`config.mk`:
```
export PLATFORM = sky130hd
export DESIGN_NAME = asert_fifo
export DESIGN_NICKNAME = d
export VERILOG_FILES = /design/src/hw/rtl/asert_fifo.sv
export SDC_FILE = /design/constraint.sdc
export NUM_CORES = 1
export LEC_CHECK = 0
export BUFFER_PORTS_ARGS = -buffer_cell sky130_fd_sc_hd__buf_2
export CORE_MARGIN = 1
export CORE_UTILIZATION = 55
export DETAILED_ROUTE_END_ITERATION = 10
export PLACE_DENSITY_LB_ADDON = 0.2
export SYNTH_ARGS = -nofsm -noshare
export SYNTH_HDL_FRONTEND = slang
export SYNTH_SLANG_ARGS = --single-unit
```
`constraint.sdc`:
```
create_clock -name clk -period 3 [get_ports clk]
set_input_delay 0.45 -clock clk [delete_from_list [all_inputs] [get_ports clk]]
set_output_delay 0.45 -clock clk [all_outputs]
set_load 0.005 [all_outputs]
```
`src/hw/rtl/asert_fifo.sv`:
```
// Small register FIFO used between the front, the back and the result port.
module asert_fifo #(
	parameter int W     = 8,
	parameter int DEPTH = 4
) (
	input  logic         clk,
	input  logic         arst_n,
	input  logic         push,
	input  logic [W-1:0] din,
	output logic         full,
	input  logic         pop,
	output logic [W-1:0] dout,
	output logic         empty
);

	localparam int AW = (DEPTH > 1) ? $clog2(DEPTH) : 1;
	localparam logic [AW:0] DEPTH_V = (AW+1)'(DEPTH);

	logic [W-1:0]  mem_q [DEPTH];
	logic [AW-1:0] wr_q;
	logic [AW-1:0] rd_q;
	logic [AW:0]   cnt_q;
	logic          do_push;
	logic          do_pop;

	assign full    = (cnt_q == DEPTH_V);
	assign empty   = (cnt_q == '0);
	assign do_push = push && !full;
	assign do_pop  = pop && !empty;
	assign dout    = mem_q[rd_q];

	always_ff @(posedge clk) begin
		if (do_push) begin
			mem_q[wr_q] <= din;
		end
	end

	always_ff @(posedge clk or negedge arst_n) begin
		if (!arst_n) begin
			wr_q  <= '0;
			rd_q  <= '0;
			cnt_q <= '0;
		end else begin
			if (do_push) begin
				wr_q <= (wr_q == AW'(DEPTH - 1)) ? '0 : wr_q + AW'(1);
			end
			if (do_pop) begin
				rd_q <= (rd_q == AW'(DEPTH - 1)) ? '0 : rd_q + AW'(1);
			end
			unique case ({do_push, do_pop})
				2'b10: cnt_q <= cnt_q + (AW+1)'(1);
				2'b01: cnt_q <= cnt_q - (AW+1)'(1);
				default: cnt_q <= cnt_q;
			endcase
		end
	end

endmodule

```
### After elaboration in Yosys (flattened, before gate mapping)

Memory sizes are Yosys's and may differ from the RTL's.
Index checks and enable logic that the tools add are counted.

| word-level totals | value |
|---|---|
| register bits | 7 |
| bits in writable memories | 32 |
| input bits | 12 |
| output and inout port bits | 10 |
| word-level logic and storage cells | 24 |
| memories | 1 |

| operators by class | value |
|---|---|
| add/sub/neg operators | 4 |
| equal/unequal tests | 5 |
| multiplexer cells | 5 |
| reductions and logical operators | 6 |

Memory list:

| name | depth | bits a word | read ports | clocked after Yosys merged registers in | wr ports | line | source |
|---|---|---|---|---|---|---|---|
| mem_q | 4 | 8 | 1 | 0 | 1 | 19 | `logic [W-1:0] mem_q [DEPTH];` |

Operator list:

| operator | number |
|---|---|
| 2-bit == test, second input constant | 3 |
| 3-bit case mux with 2 select lines | 1 |
| 2-bit by 1-bit adder with 2-bit output, second input constant | 2 |
| 2-bit 2-to-1 mux | 2 |
| 3-bit by 1-bit adder with 3-bit output, second input constant | 1 |
| 3-bit == test, second input constant | 1 |
| 3-bit logical NOT | 1 |
| 3-bit by 1-bit subtractor with 3-bit output, second input constant | 1 |
| 2-bit by 1-bit == test with 1-bit output, second input constant | 1 |
| 1-bit logical AND | 2 |
| 1-bit logical NOT | 2 |
| 1-bit 2-to-1 mux | 2 |
| 2-bit nonzero test | 1 |

### Depth between registers and ports, before layout

| logic depth | value |
|---|---|
| word-level depth | 5 |
| depth in mapped cells | 9 |
| gate-level depth less buffers | 9 |

### Worst setup path before layout

OpenSTA, ideal clock, no wires.

| timing | value |
|---|---|
| kind | reg-to-reg |
| start | register cnt_q[0] |
| end | register cnt_q[2] |
| data arrival time | 1.989 ns |
| required time | 2.921 ns |
| slack | 0.931 ns |
| cell stages (with the launch flop) | 10 |
| path buffers | 0 |
| cells stage by stage | dfrtp_1 or3b_4 and2_4 inv_1 ha_1 inv_1 fa_1 xor2_1 nor2_1 xor2_1 |

| between the ends | value |
|---|---|
| word-level cells in the longest chain between the ends | 5 |
| elaborated cells on any way between the ends | 12 |
| those cells by class | 2 x add/sub; 3 x eq/ne; 1 x mux; 6 x reduce/logical |

Ends and longest elaborated chain:

| element | line | source |
|---|---|---|
| start: declaration | 22 | `logic [AW:0] cnt_q;` |
| start signal: assignment | 51 | `2'b10: cnt_q <= cnt_q + (AW+1)'(1);` |
| start signal: assignment | 52 | `2'b01: cnt_q <= cnt_q - (AW+1)'(1);` |
| start signal: assignment | 53 | `default: cnt_q <= cnt_q;` |
| 3-bit == test / 3-bit logical NOT (equally long branches) | 26, 27 |  |
| 1-bit logical NOT, on equally long branches | 28, 29 |  |
| 1-bit logical AND, on equally long branches | 28, 29 |  |
| 2-bit by 1-bit == test with 1-bit output / 2-bit == test (equally long branches) | 50 | `unique case ({do_push, do_pop})` |
| 3-bit case mux with 2 select lines / 2-bit nonzero test (equally long branches) | - |  |

Parallel ways exist; a longest one is shown, timed or not.
A chain may end at the register's enable or synchronous reset.

### Worst setup path after layout

| timing | value |
|---|---|
| start | register rd_q[0] |
| end | output port dout[2] |

| between the ends | value |
|---|---|
| word-level cells in the longest chain between the ends | 1 |

Ends and longest elaborated chain:

| element | line | source |
|---|---|---|
| start: declaration | 21 | `logic [AW-1:0] rd_q;` |
| start signal: assignment | 48 | `rd_q <= (rd_q == AW'(DEPTH - 1)) ? '0 : rd_q + AW'(1);` |
| memory read 4 x 8 bit | - |  |
| end: declaration | 12 | `output logic [W-1:0] dout,` |

No other way between the ends.

==> flow_metrics.py <==
metrics = {
    "synthesis": {
        "synth_ff_type": "edfxtp_1",
        "synthAdderAreaFrac": 0.0590,
        "synth.distinct_cells": 19,
        "synth_xor_area_frac": 0.0163,
        "yosys_warnings": 0,
        "synth_top_family_by_area": "multiplexers",
        "syn_nets": 102,
        "yosys_register_bits": 39,
        "synth_mux_area_frac": 0.151,
        "avgSynthCellArea_sq_um": 19.4,
        "synth_compound_gate_area_share": 0,
        "synth-simple-area-share": 0.0450,
        "synth_edf_count": 32,
        "synthCells": 83,
        "syn_area_sq_um": 1610,
        "synth.yosys.seq_area_share": 0.705,
        "async_reset_ff_frac": 0.179,
    },
    "timing": {
        "finalCritPeriodShare": 0.748,
        "clock_skew_ns": 0.00511,
        "slew_headroom": 0.608,
        "tns_ns": 0,
        "setup_violations": 0,
        "period_minus_slack_ns": 2.25,
        "rsz0062_at_grt": "false",
        "slew_violations": 0,
        "timing_hold_violations_final": 0,
        "worstMarginPinSlew_ns": 0.588,
        "finalHoldWorstSlack_ns": 0.321,
        "max_freq_mhz": 445,
    },
    "flow_run": {
        "max-cap-violations": 0,
    },
    "floorplanning": {
        "die-area_sq_um": 3150,
        "die_h_um": 56.1,
        "die_w_um": 56.1,
        "start_util": 0.584,
        "rows": 19,
        "core_area_sq_um": 2760,
        "io_pins": 22,
    },
    "cells_and_area": {
        "nFillCells": 190,
        "drive_gt1_frac": 0.414,
        "final_cell_area_sq_um": 1830,
        "fin_cells": 142,
        "final_common_cell": "edfxtp_1",
        "area_growth_pct": 13.7,
        "fin_nets": 129,
        "final_cell_mix": "32 x edfxtp_1, 21 x buf_2, 8 x inv_1, 8 x mux4_2, 7 x dfrtp_1",
        "antenna-diode-count": 0,
    },
    "critical_path": {
        "startpoint": "rd_q[0]$_DFFE_PN0P_",
        "cp.required_ns": 2.55,
        "regToRegSetupSlack_ns": 0.79,
        "reg2reg_to": "cnt_q[2]$_DFFE_PN0P_",
        "slowest_delay_ns": 0.73,
        "crit_type": "reg -> out",
        "crit_end": "dout[2]",
        "worst-path-max-fanout": 11,
        "worstReg2RegStart": "cnt_q[0]$_DFFE_PN0P_",
        "cp_data_arrival_time_ns": 1.80,
        "ff2ff_path_depth": 9,
        "critPathLaunchType": "register",
        "cpMaxStageDelayCell": "dfrtp_1",
        "path_cells": "mux4_2 > buf_2",
        "worstSetupEndpointType": "output pin",
    },
    "place": {
        "portBuffers": 21,
        "dp_hpwl_um": 1650,
        "placed_cells": 133,
        "place_area_sq_um": 1750,
        "place_congestion": 0.716,
    },
    "cts": {
        "insertion_delay_ns": 0.34,
        "cts_tree": "built",
        "clk_pin_slew_ns": 0.10,
        "cts_root_buf": "clkbuf_4",
        "clockBufferDepth": 2,
        "cts.sinks": 39,
        "cts-buffers-inserted": 5,
        "cts_resized": 0,
        "htree_num_levels": 2,
    },
    "drt": {
        "avgRoutedWirePerCell_um": 16.3,
        "postRouteWirelength_um": 2320,
        "drc_errors": 0,
        "viasPerCell": 5.50,
        "drtIter0Drc": 14,
        "ant_nets": 0,
        "vias": 781,
        "drtPass1Iterations": 4,
    },
    "grt": {
        "grt_pass1_vias": 829,
        "antenna_found_initial": 0,
        "grt.overflow.total": 0,
        "grt_pass1_wl_um": 3710,
        "grt_max_degree": 13,
        "gr-usage-all-layers": 0.169,
    },
    "power_and_ir_drop": {
        "power_density_nw_per_um2": 929,
        "power_frac_seq": 0.498,
        "power_frac_comb": 0.308,
        "switching_share": 0.288,
        "p_switching_w": 0.000491,
        "clock_power_share": 0.193,
        "intPower_w": 0.00121,
        "power_leakage_nw": 0.736,
        "vdd_drop_max_mv": 0.728,
    },
    "run_status": {
        "outcome": "finished clean",
    },
    "worst_hold_path": {
        "min_path_type": "in -> reg",
    },
}
-- stage by stage --
step	utilization	power, W	setup WS, ns
6_report	0.665	0.00170	0.755
5_1_grt	0.665	0.00180	0.627
4_1_cts	0.665	0.00173	0.702
3_5_place_dp	0.633	0.00140	0.807
3_3_place_gp	0.633	0.00138	0.889
2_1_floorplan	-	0.00122	0.931
-- worst max-delay path: cells and delay by family, from the launching register on --
family | cells | cell delay [ns]
DFF | 1 | 0.73
muxes | 1 | 0.58
buffers and inverters | 1 | 0.14
-- what timing repair did --
action | CTS | global route
hold buffers | 1 | 0
setup buffers | 0 | 0
endpoints found under the hold margin | 7 | 0
-- synth_stat cells, types with 2 or more instances --
| cell type | count | area share |
|---|---|---|
| mux2_4 | 2 | 0.019 |
| and3_2 | 4 | 0.019 |
| xor2_1 | 2 | 0.011 |
| nor2_1 | 3 | 0.0070 |
| dfrtp_1 | 7 | 0.11 |
| edfxtp_1 | 32 | 0.60 |
| inv_1 | 8 | 0.019 |
| mux4_2 | 8 | 0.11 |
| mux2_2 | 2 | 0.014 |
| ha_1 | 6 | 0.047 |
-- logic make-up (layout without fill, tap and decap cells) --
logic type | after synthesis | in the layout
flops | 39 | 39
mux | 13 | 13
simple gates | 11 | 11
buf+inv | 10 | 38
fa+ha+maj | 7 | 7
xor+xnor | 3 | 3
-- power by group through the flow --
stage	sequential, W	combinational (W)	clock [W]
detailed placement	0.000867	0.000536	0
CTS	0.000853	0.000539	0.000340
floorplan	0.000788	0.000432	0
global placement	0.000858	0.000522	0
global route	0.000866	0.000581	0.000356
finish	0.000848	0.000525	0.000329
-- flip-flops by register name, summed over array words and instances (netlist names) --
signal,count
rd_q,2
wr_q,2
mem_q,32
cnt_q,3
-- layout make-up --
| cell class | instances | area [sq um] | area share |
|---|---|---|---|
| Timing Repair Buffer | 22 | 115 | 0.0628 |
| Sequential cell | 39 | 1140 | 0.620 |
| Tap cell | 31 | 38.8 | 0.0212 |
| Clock inverter | 3 | 38.8 | 0.0212 |
| Inverter | 8 | 30.0 | 0.0164 |
| Multi-Input combinational cell | 34 | 437 | 0.238 |
| Clock buffer | 5 | 37.5 | 0.0205 |
-- layer usage --
layer	vias to the layer above	global-route usage	part of all wire
li1	367	-	-
met1	384	0.180	0.39
met2	22	0.294	0.53
met3	8	0.0465	0.048
met4	0	0.105	0.026
met5	-	0	0
-- how the worst min path moves through the flow --
| stage | start | to | slack [ns] | depth (start not counted) |
|---|---|---|---|---|
| 4_1_cts | din[1] | mem_q[0][1]$_DFFE_PP_ | 0.31 | 1 |
| 6_report | din[1] | mem_q[3][1]$_DFFE_PP_ | 0.32 | 1 |
| 5_1_grt | din[7] | mem_q[1][7]$_DFFE_PP_ | 0.32 | 1 |
| 2_1_floorplan | arst_n | cnt_q[0]$_DFFE_PN0P_ | 0.15 | 0 |
| 3_5_place_dp | arst_n | cnt_q[1]$_DFFE_PN0P_ | 0.29 | 1 |
| 3_3_place_gp | arst_n | cnt_q[1]$_DFFE_PN0P_ | 0.29 | 1 |
Note: power is estimated with default switching activity, not from simulation.
