===== src/hw/rtl/asert_pkg.sv =====
// Shared types and constants for the ASERT next-target evaluator.
package asert_pkg;

	localparam int TARGET_BITS_DEF = 256;

	// Field widths
	localparam int T_W     = 34;
	localparam int H_W     = 31;
	localparam int SP_W    = 20;
	localparam int HL_W    = 32;
	localparam int CB_W    = 32;
	localparam int CFG_IDX_W = 2;

	// Schedule product, signed difference and its magnitude
	localparam int PROD_W  = SP_W + H_W + 1;
	localparam int DIFF_W  = PROD_W + 2;
	localparam int MAG_W   = PROD_W;
	localparam int FRAC_W  = 16;
	localparam int DVD_W   = MAG_W + FRAC_W;
	localparam int ES_W    = DIFF_W;

	// Divider: quotient bits resolved per pipeline stage
	localparam int DIV_STEPS  = 2;
	localparam int DIV_STAGES = DVD_W / DIV_STEPS;

	localparam int MID_DEPTH = 4;
	localparam int OUT_DEPTH = 2;

	// Register reset values
	localparam logic [CB_W-1:0] ANCHOR_RST  = 32'h1d00_ffff;
	localparam logic [CB_W-1:0] LIMIT_RST   = 32'h1d00_ffff;
	localparam logic [SP_W-1:0] SPACING_RST = 20'd600;
	localparam logic [HL_W-1:0] HL_RST      = 32'd172800;

	// Cubic 2^x approximation in Q16
	localparam logic [47:0] POLY_C1    = 48'd195766423245049;
	localparam logic [29:0] POLY_C2    = 30'd971821376;
	localparam logic [12:0] POLY_C3    = 13'd5127;
	localparam logic [63:0] POLY_ROUND = 64'h0000_8000_0000_0000;
	localparam logic [16:0] ONE_Q16    = 17'h1_0000;

	typedef enum logic [CFG_IDX_W-1:0] {
		REG_ANCHOR    = 2'd0,
		REG_LIMIT     = 2'd1,
		REG_SPACING   = 2'd2,
		REG_HALF_LIFE = 2'd3
	} cfg_reg_t;

	typedef struct packed {
		logic [CB_W-1:0] anchor;
		logic [CB_W-1:0] limit;
		logic [SP_W-1:0] spacing;
		logic [HL_W-1:0] hl_secs;
	} cfg_t;

	typedef struct packed {
		logic             neg;
		logic [MAG_W-1:0] mag;
	} mid_item_t;

	typedef struct packed {
		logic [HL_W-1:0]  rem;
		logic [DVD_W-1:0] nq;
		logic             neg;
	} div_st_t;

	typedef struct packed {
		logic adv;
		logic last_v;
		logic mid_pop;
		logic out_push;
	} back_stat_t;

endpackage


===== src/hw/rtl/asert_front.sv =====
// Front end: takes items, forms the schedule error and splits it into sign and magnitude.
module asert_front (
	input  logic                         clk,
	input  logic                         arst_n,
	input  logic                         push,
	output logic                         full,
	input  logic signed [asert_pkg::T_W-1:0] tdiff,
	input  logic [asert_pkg::H_W-1:0]    height_delta,
	input  logic [asert_pkg::SP_W-1:0]   spacing,
	input  logic                         out_full,
	output logic                         out_push,
	output asert_pkg::mid_item_t         out_item
);

	localparam int T_W    = asert_pkg::T_W;
	localparam int H_W    = asert_pkg::H_W;
	localparam int PROD_W = asert_pkg::PROD_W;
	localparam int DIFF_W = asert_pkg::DIFF_W;
	localparam int MAG_W  = asert_pkg::MAG_W;

	logic                     v_s1;
	logic signed [T_W-1:0]    t_s1;
	logic [H_W-1:0]           h_s1;
	logic                     v_s2;
	logic signed [T_W-1:0]    t_s2;
	logic [PROD_W-1:0]        prod_s2;

	logic                     adv;
	logic                     acc;
	logic [H_W:0]             hp1;
	logic [DIFF_W-1:0]        t_ext;
	logic [DIFF_W-1:0]        p_ext;
	logic [DIFF_W-1:0]        d_pos;
	logic [DIFF_W-1:0]        d_neg;

	assign adv  = !v_s2 || !out_full;
	assign full = v_s1 && !adv;
	assign acc  = push && !full;
	assign hp1  = {1'b0, h_s1} + (H_W+1)'(1);

	always_ff @(posedge clk or negedge arst_n) begin
		if (!arst_n) begin
			v_s1 <= 1'b0;
			v_s2 <= 1'b0;
		end else if (adv) begin
			v_s2 <= v_s1;
			v_s1 <= acc;
		end else if (!v_s1) begin
			v_s1 <= acc;
		end
	end

	always_ff @(posedge clk) begin
		if (acc) begin
			t_s1 <= tdiff;
			h_s1 <= height_delta;
		end
		if (adv) begin
			t_s2    <= t_s1;
			prod_s2 <= PROD_W'(spacing) * PROD_W'(hp1);
		end
	end

	// both differences in parallel, sign picks the magnitude
	assign t_ext = {{(DIFF_W-T_W){t_s2[T_W-1]}}, t_s2};
	assign p_ext = {{(DIFF_W-PROD_W){1'b0}}, prod_s2};
	assign d_pos = t_ext - p_ext;
	assign d_neg = p_ext - t_ext;

	assign out_push     = v_s2 && !out_full;
	assign out_item.neg = d_pos[DIFF_W-1];
	assign out_item.mag = d_pos[DIFF_W-1] ? d_neg[MAG_W-1:0] : d_pos[MAG_W-1:0];

endmodule


===== config.mk =====
export PLATFORM = sky130hd
export DESIGN_NAME = asert_front
export DESIGN_NICKNAME = d
export VERILOG_FILES = /design/src/hw/rtl/asert_pkg.sv /design/src/hw/rtl/asert_front.sv
export SDC_FILE = /design/constraint.sdc
export NUM_CORES = 2
export LEC_CHECK = 0
export ABC_AREA = 1
export BUFFER_PORTS_ARGS = -buffer_cell sky130_fd_sc_hd__buf_2
export CORE_MARGIN = 4
export CORE_UTILIZATION = 35
export CTS_BUF_LIST = sky130_fd_sc_hd__clkbuf_16
export CTS_CLUSTER_DIAMETER = 150
export DETAILED_ROUTE_END_ITERATION = 10
export PLACE_DENSITY_LB_ADDON = 0.25
export SLEW_MARGIN = 20
export SYNTH_ARGS = -nofsm -noshare
export SYNTH_HDL_FRONTEND = slang
export SYNTH_SLANG_ARGS = --single-unit
export TNS_END_PERCENT = 20

===== constraint.sdc =====
create_clock -name clk -period 18 [get_ports clk]
set_input_delay 0 -clock clk [delete_from_list [all_inputs] [get_ports clk]]
set_output_delay 0 -clock clk [all_outputs]
set_load 0.01 [all_outputs]

=== Yosys cells after proc, flatten, opt, wreduce, memory -nomap -nowiden ===
Index checks and enable logic that the tools add are counted.

* Register bits after elaboration: 153
* Latch bits: 0
* RAM bits: 0
* Bits in read-only memories: 0
* Input bits: 89
* Output and inout port bits: 55
* Word-level logic and storage cells: 21
* Memories kept: 0

* $add $sub $neg: 3
* Multiply operators: 1
* Divide/modulo/power cells: 0
* Order comparisons: 0
* Equality and inequality tests: 0
* Shift operators: 0
* Mux-type cells: 3
* Bitwise logic cells: 0
* Reduce and logical (&&, ||, !) cells: 8

{| class="wikitable"
|+ Operators by type and width
! cell !! count
|-
| subtractor 34 x 53 -> 54 bit || 1
|-
| multiplier 20 x 32 -> 52 bit || 1
|-
| two-way mux 52 bit || 1
|-
| subtractor 52 x 34 -> 52 bit || 1
|-
| adder 31 x 1 -> 32 bit, second input constant || 1
|-
| zero test 1 bit || 4
|-
| logical AND 1 bit || 3
|-
| two-way mux 1 bit || 2
|-
| logical OR 1 bit || 1
|}

=== Depth between registers and ports, before layout ===
* Word-level depth: 8
* Depth in mapped cells: 37
* Mapped depth without buffers: 36

=== Worst setup path before layout ===
No wires, ideal clock.

* Path kind: register -> register
* Start: register h_s1[1]
* End: register prod_s2[43] (data pin)
* Library setup time: 253 ps
* Arrival time: 6480 ps
* Data required time: 17747 ps
* Path slack: 11267 ps
* Stages on the path, launching flop included: 33
* Cell sequence: edfxtp_1 -> ha_1 -> nand2_1 -> nor2_2 -> inv_1 -> nor2_1 -> inv_1 -> nor4_2 -> nand2_1 -> nand2_1 -> buf_2 -> nor2_1 -> fa_1 -> inv_1 -> fa_1 -> fa_1 -> inv_1 -> fa_1 -> fa_1 -> fa_1 -> inv_1 -> fa_1 -> inv_1 -> ha_1 -> nand2_1 -> nor2_1 -> inv_1 -> nor2_1 -> inv_1 -> nor3_1 -> nand4_1 -> nand4_1 -> nand2_1

* Longest elaborated chain between the ends: 2

{| class="wikitable"
|+ RTL lines
! element !! line !! source
|-
| from (decl) || asert_front.sv:23 || <nowiki>logic [H_W-1:0] h_s1;</nowiki>
|-
| from (signal assigned) || asert_front.sv:56 || <nowiki>h_s1 <= height_delta;</nowiki>
|-
| adder 31 x 1 -> 32 bit || asert_front.sv:39 || <nowiki>assign hp1 = {1'b0, h_s1} + (H_W+1)'(1);</nowiki>
|-
| multiplier 20 x 32 -> 52 bit || asert_front.sv:60 || <nowiki>prod_s2 <= PROD_W'(spacing) * PROD_W'(hp1);</nowiki>
|-
| to (signal assigned) || asert_front.sv:60 ||
|-
| to (decl) || asert_front.sv:26 || <nowiki>logic [PROD_W-1:0] prod_s2;</nowiki>
|}

Every way passes these cells.
A chain may end at the register's enable or synchronous reset.

=== Final worst setup path ===
* Start: register h_s1[0]
* End: register prod_s2[43] (data pin)

Same word-level chain as after synthesis.

==> summary.log <==
INFO  global_routing track_usage=0.246
INFO  clocking       cts_resized=0
INFO  worst_setup_path worstSetupEndpoint=prod_s2[43]
INFO  yosys          synthesis.area=35400µm²
INFO  worst_setup_path crit-reg2reg-capture=prod_s2[43]
INFO  yosys          synth_simple_gate_area_frac=0.265
INFO  sta            worst_pin_slew=1100ps
INFO  finish         share_of_cells_above_drive_strength_1=0.0490
INFO  yosys          synthXorXnorAreaFrac=0.0252
INFO  routing        route.detailed.vias_per_inst=4.93
INFO  finish         synthToLayoutAreaGrowth=8.95%
INFO  global_routing grt_first_pass_wirelength=197000µm
INFO  sta            finalCritPeriodShare=0.557
INFO  yosys          synth_compound_area_frac=0.0397
INFO  worst_hold_path holdCritPathClass=primary input to flip-flop
INFO  finish         nFillCells=10700
INFO  floorplan      dieHeight=326µm
INFO  sta            min_period=10020ps
INFO  finish         layout_commonest_cell=nand2_1
INFO  yosys          yosys-mux-area-fraction=0
INFO  finish         finalNetCount=5963
INFO  flow_run       timing.max_cap.violations=0
INFO  sta            setup_total_negative_slack=0ps
INFO  yosys          synth_nets=5853
INFO  worst_setup_path critical_path.endpoint_type=flip-flop
INFO  placement      post-dp-hpwl=107000µm
INFO  worst_setup_path setup.reg_to_reg.worst_slack=7980ps
INFO  placement      globalplace.congestion=0.951
INFO  worst_setup_path critical_path_peak_fanout=20
INFO  floorplan      core=100000µm²
INFO  worst_setup_path reg2reg_from=h_s1[0]
INFO  worst_setup_path arrival=10270ps
INFO  routing        detailedRoute.firstIterationViolations=2293
INFO  floorplan      initial_utilization=0.353
INFO  sta            rsz_0062_raised_after_global_routing=no
INFO  placement      quantity_of_i_o_buffers_inserted_on_ports=143
INFO  clocking       clk_latency=520ps
INFO  yosys          ys_seq_area_frac=0.130
INFO  floorplan      die-area=106000µm²
INFO  clocking       total_cts_buffers=17
INFO  yosys          synth_async_sr_flop_share=0.0131
INFO  yosys          avg_synthesized_cell_area=7.14µm²
INFO  sta            clock.fmax=99.8MHz
INFO  yosys          ys_dominant_reg_cell=edfxtp_1
INFO  floorplan      placement_rows=116
INFO  yosys          combinational_family_with_the_most_area_after_synthesis=adder cells
INFO  outcome        result_of_the_run=finished clean
INFO  routing        ant_nets=0
INFO  clocking       cts_tree=done
INFO  worst_setup_path crit_path_required_time=18250ps
INFO  worst_setup_path worst_path_most_repeated_cell=fa_1
INFO  clocking       cts_setup_buffers=0
INFO  yosys          yosys_register_bits=153
INFO  sta            pins_over_slew_limit=0
INFO  sta            setup_violations=0
INFO  global_routing number_of_global_route_vias_before_repair=32800
INFO  global_routing largest_net_degree_at_the_start_of_global_routing=57
INFO  routing        drc=0
INFO  yosys          synth.distinct_cells=43
INFO  yosys          synth_cells=4959
INFO  worst_setup_path timing.setup.critical_path_class=flip-flop to flip-flop
INFO  worst_setup_path start_kind=flip-flop
INFO  yosys          synth.yosys.warnings=0
INFO  floorplan      dieWidth=326µm
INFO  worst_setup_path worst_r2r_path_depth=29
INFO  sta            endpoints_failing_hold=0
INFO  routing        total_via_count_in_the_routed_design=31800
INFO  routing        drt_first_pass_iters=7
INFO  worst_setup_path slowest_delay=890ps
INFO  worst_setup_path worstSetupStartpoint=h_s1[0]
INFO  yosys          post_synth_edffs=151
INFO  clocking       worst_setup_hold_path_clk_slew=80ps
INFO  global_routing grt_overflow=0
INFO  global_routing antenna_found_initial=2
INFO  clocking       clkSinkCount=153
INFO  clocking       post_cts_hold_buffer_count=68
INFO  floorplan      io-pin-count=144
INFO  finish         mostFrequentLayoutCells=1416 x nand2_1, 1145 x inv_1, 586 x nor2_1
INFO  yosys          synthAdderAreaFrac=0.399
INFO  clocking       root_buffer=clkbuf_16
INFO  routing        post_dr_wirelength_cell=20.1µm
INFO  sta            worst_slew_margin_rel=0.263
INFO  clocking       cts.path.max_buffers=2
INFO  sta            final.setup_skew=23.3ps
INFO  finish         diodes=0
INFO  routing        routed_wirelength=129000µm
INFO  clocking       h-tree-depth=4
INFO  worst_setup_path cp_slowest_cell=nand3_1
==> metal layers <==
layer  wire [µm]  up-vias  track usage
met2       60200     1247        0.414
met1       53500    15400        0.312
li1            -    14900            -
met5           0        -            0
met4        6800        0        0.107
met3        8900      269       0.0388
==> through the flow <==
step                      instances  hold WS (ps)  utilization  cell area (µm²)  setup slack [ps]
after floorplan                4959          -296            -            35400             11270
after global placement         6339          -214        0.372            37300              8150
after detailed placement       6339          -211        0.372            37300              8100
after CTS                      6439          60.2        0.385            38600              8060
after global routing           6439           127        0.385            38600              7570
final                          6439          49.9        0.385            38600              7980
==> state kept, by name, indices dropped and copies added (netlist names) <==
register  cells
h_s1         31
t_s2         34
v_s1          1
prod_s2      52
v_s2          1
t_s1         34
==> area by class of cell <==
class | count | area (µm²) | area share
Clock buffer | 17 | 425 | 0.0110
Timing Repair Buffer | 232 | 1550 | 0.0403
Clock inverter | 15 | 131 | 0.00341
Inverter | 1164 | 4370 | 0.113
Sequential cell | 153 | 4580 | 0.119
Multi-Input combinational cell | 3501 | 25800 | 0.669
Tap cell | 1357 | 1700 | 0.0440
==> synthesized netlist by cell type (2+ instances only) <==
master,instances,area (µm²)
nand2_1,1417,5320
inv_1,1145,4300
nor2_1,586,2200
fa_1,538,10800
ha_1,267,3340
nand3_1,201,1010
edfxtp_1,151,4530
a21oi_1,140,701
clkbuf_1,81,304
xor2_1,69,604
nand4_1,48,300
o21ai_0,47,235
buf_2,31,155
xnor2_1,31,272
nor3_1,24,120
o21ai_1,21,105
clkbuf_2,20,100
o21bai_1,16,120
or2_2,16,100
clkinv_1,13,48.8
nor2_2,10,62.6
a21o_1,9,67.6
nor4_1,9,56.3
nand2_2,7,43.8
o21a_1,7,52.6
a31oi_1,6,37.5
buf_6,6,67.6
o211ai_1,6,45.0
inv_2,5,18.8
nor3_2,5,50.1
a21boi_0,4,30.0
and3_1,4,25.0
and2_1,3,18.8
buf_4,3,22.5
nand3_2,3,30.0
dfrtp_1,2,50.1
nor4_2,2,25.0
==> how the worst min path moves through the flow <==
stage | start | to | slack [ps] | cells past startpoint
5_1_grt | out_full | v_s2 | 130 | 3
6_report | out_full | v_s2 | 50 | 3
4_1_cts | out_full | v_s2 | 60 | 3
2_1_floorplan | arst_n | v_s1 | -300 | 0
3_5_place_dp | arst_n | v_s2 | -210 | 1
3_3_place_gp | arst_n | v_s1 | -210 | 1
==> cells by family after synthesis <==
group                      Yosys count
and+or+nand+nor                   2338
buffers and inverters             1305
adders and majority gates          805
AOI/OAI and AO/OA                  257
DFF                                153
xor gates and xnor gates           101
==> worst max-delay path: cells and delay by family (launching register included) <==
family	cells	cell delay (ps)
and+or+nand+nor	16	4340
DFF	1	870
buffers and inverters	4	320
adders and majority gates	9	4180
Power is left out: the tool's default activity adds up to more than one toggle a clock period on the data nets, which glitch-free logic cannot reach.
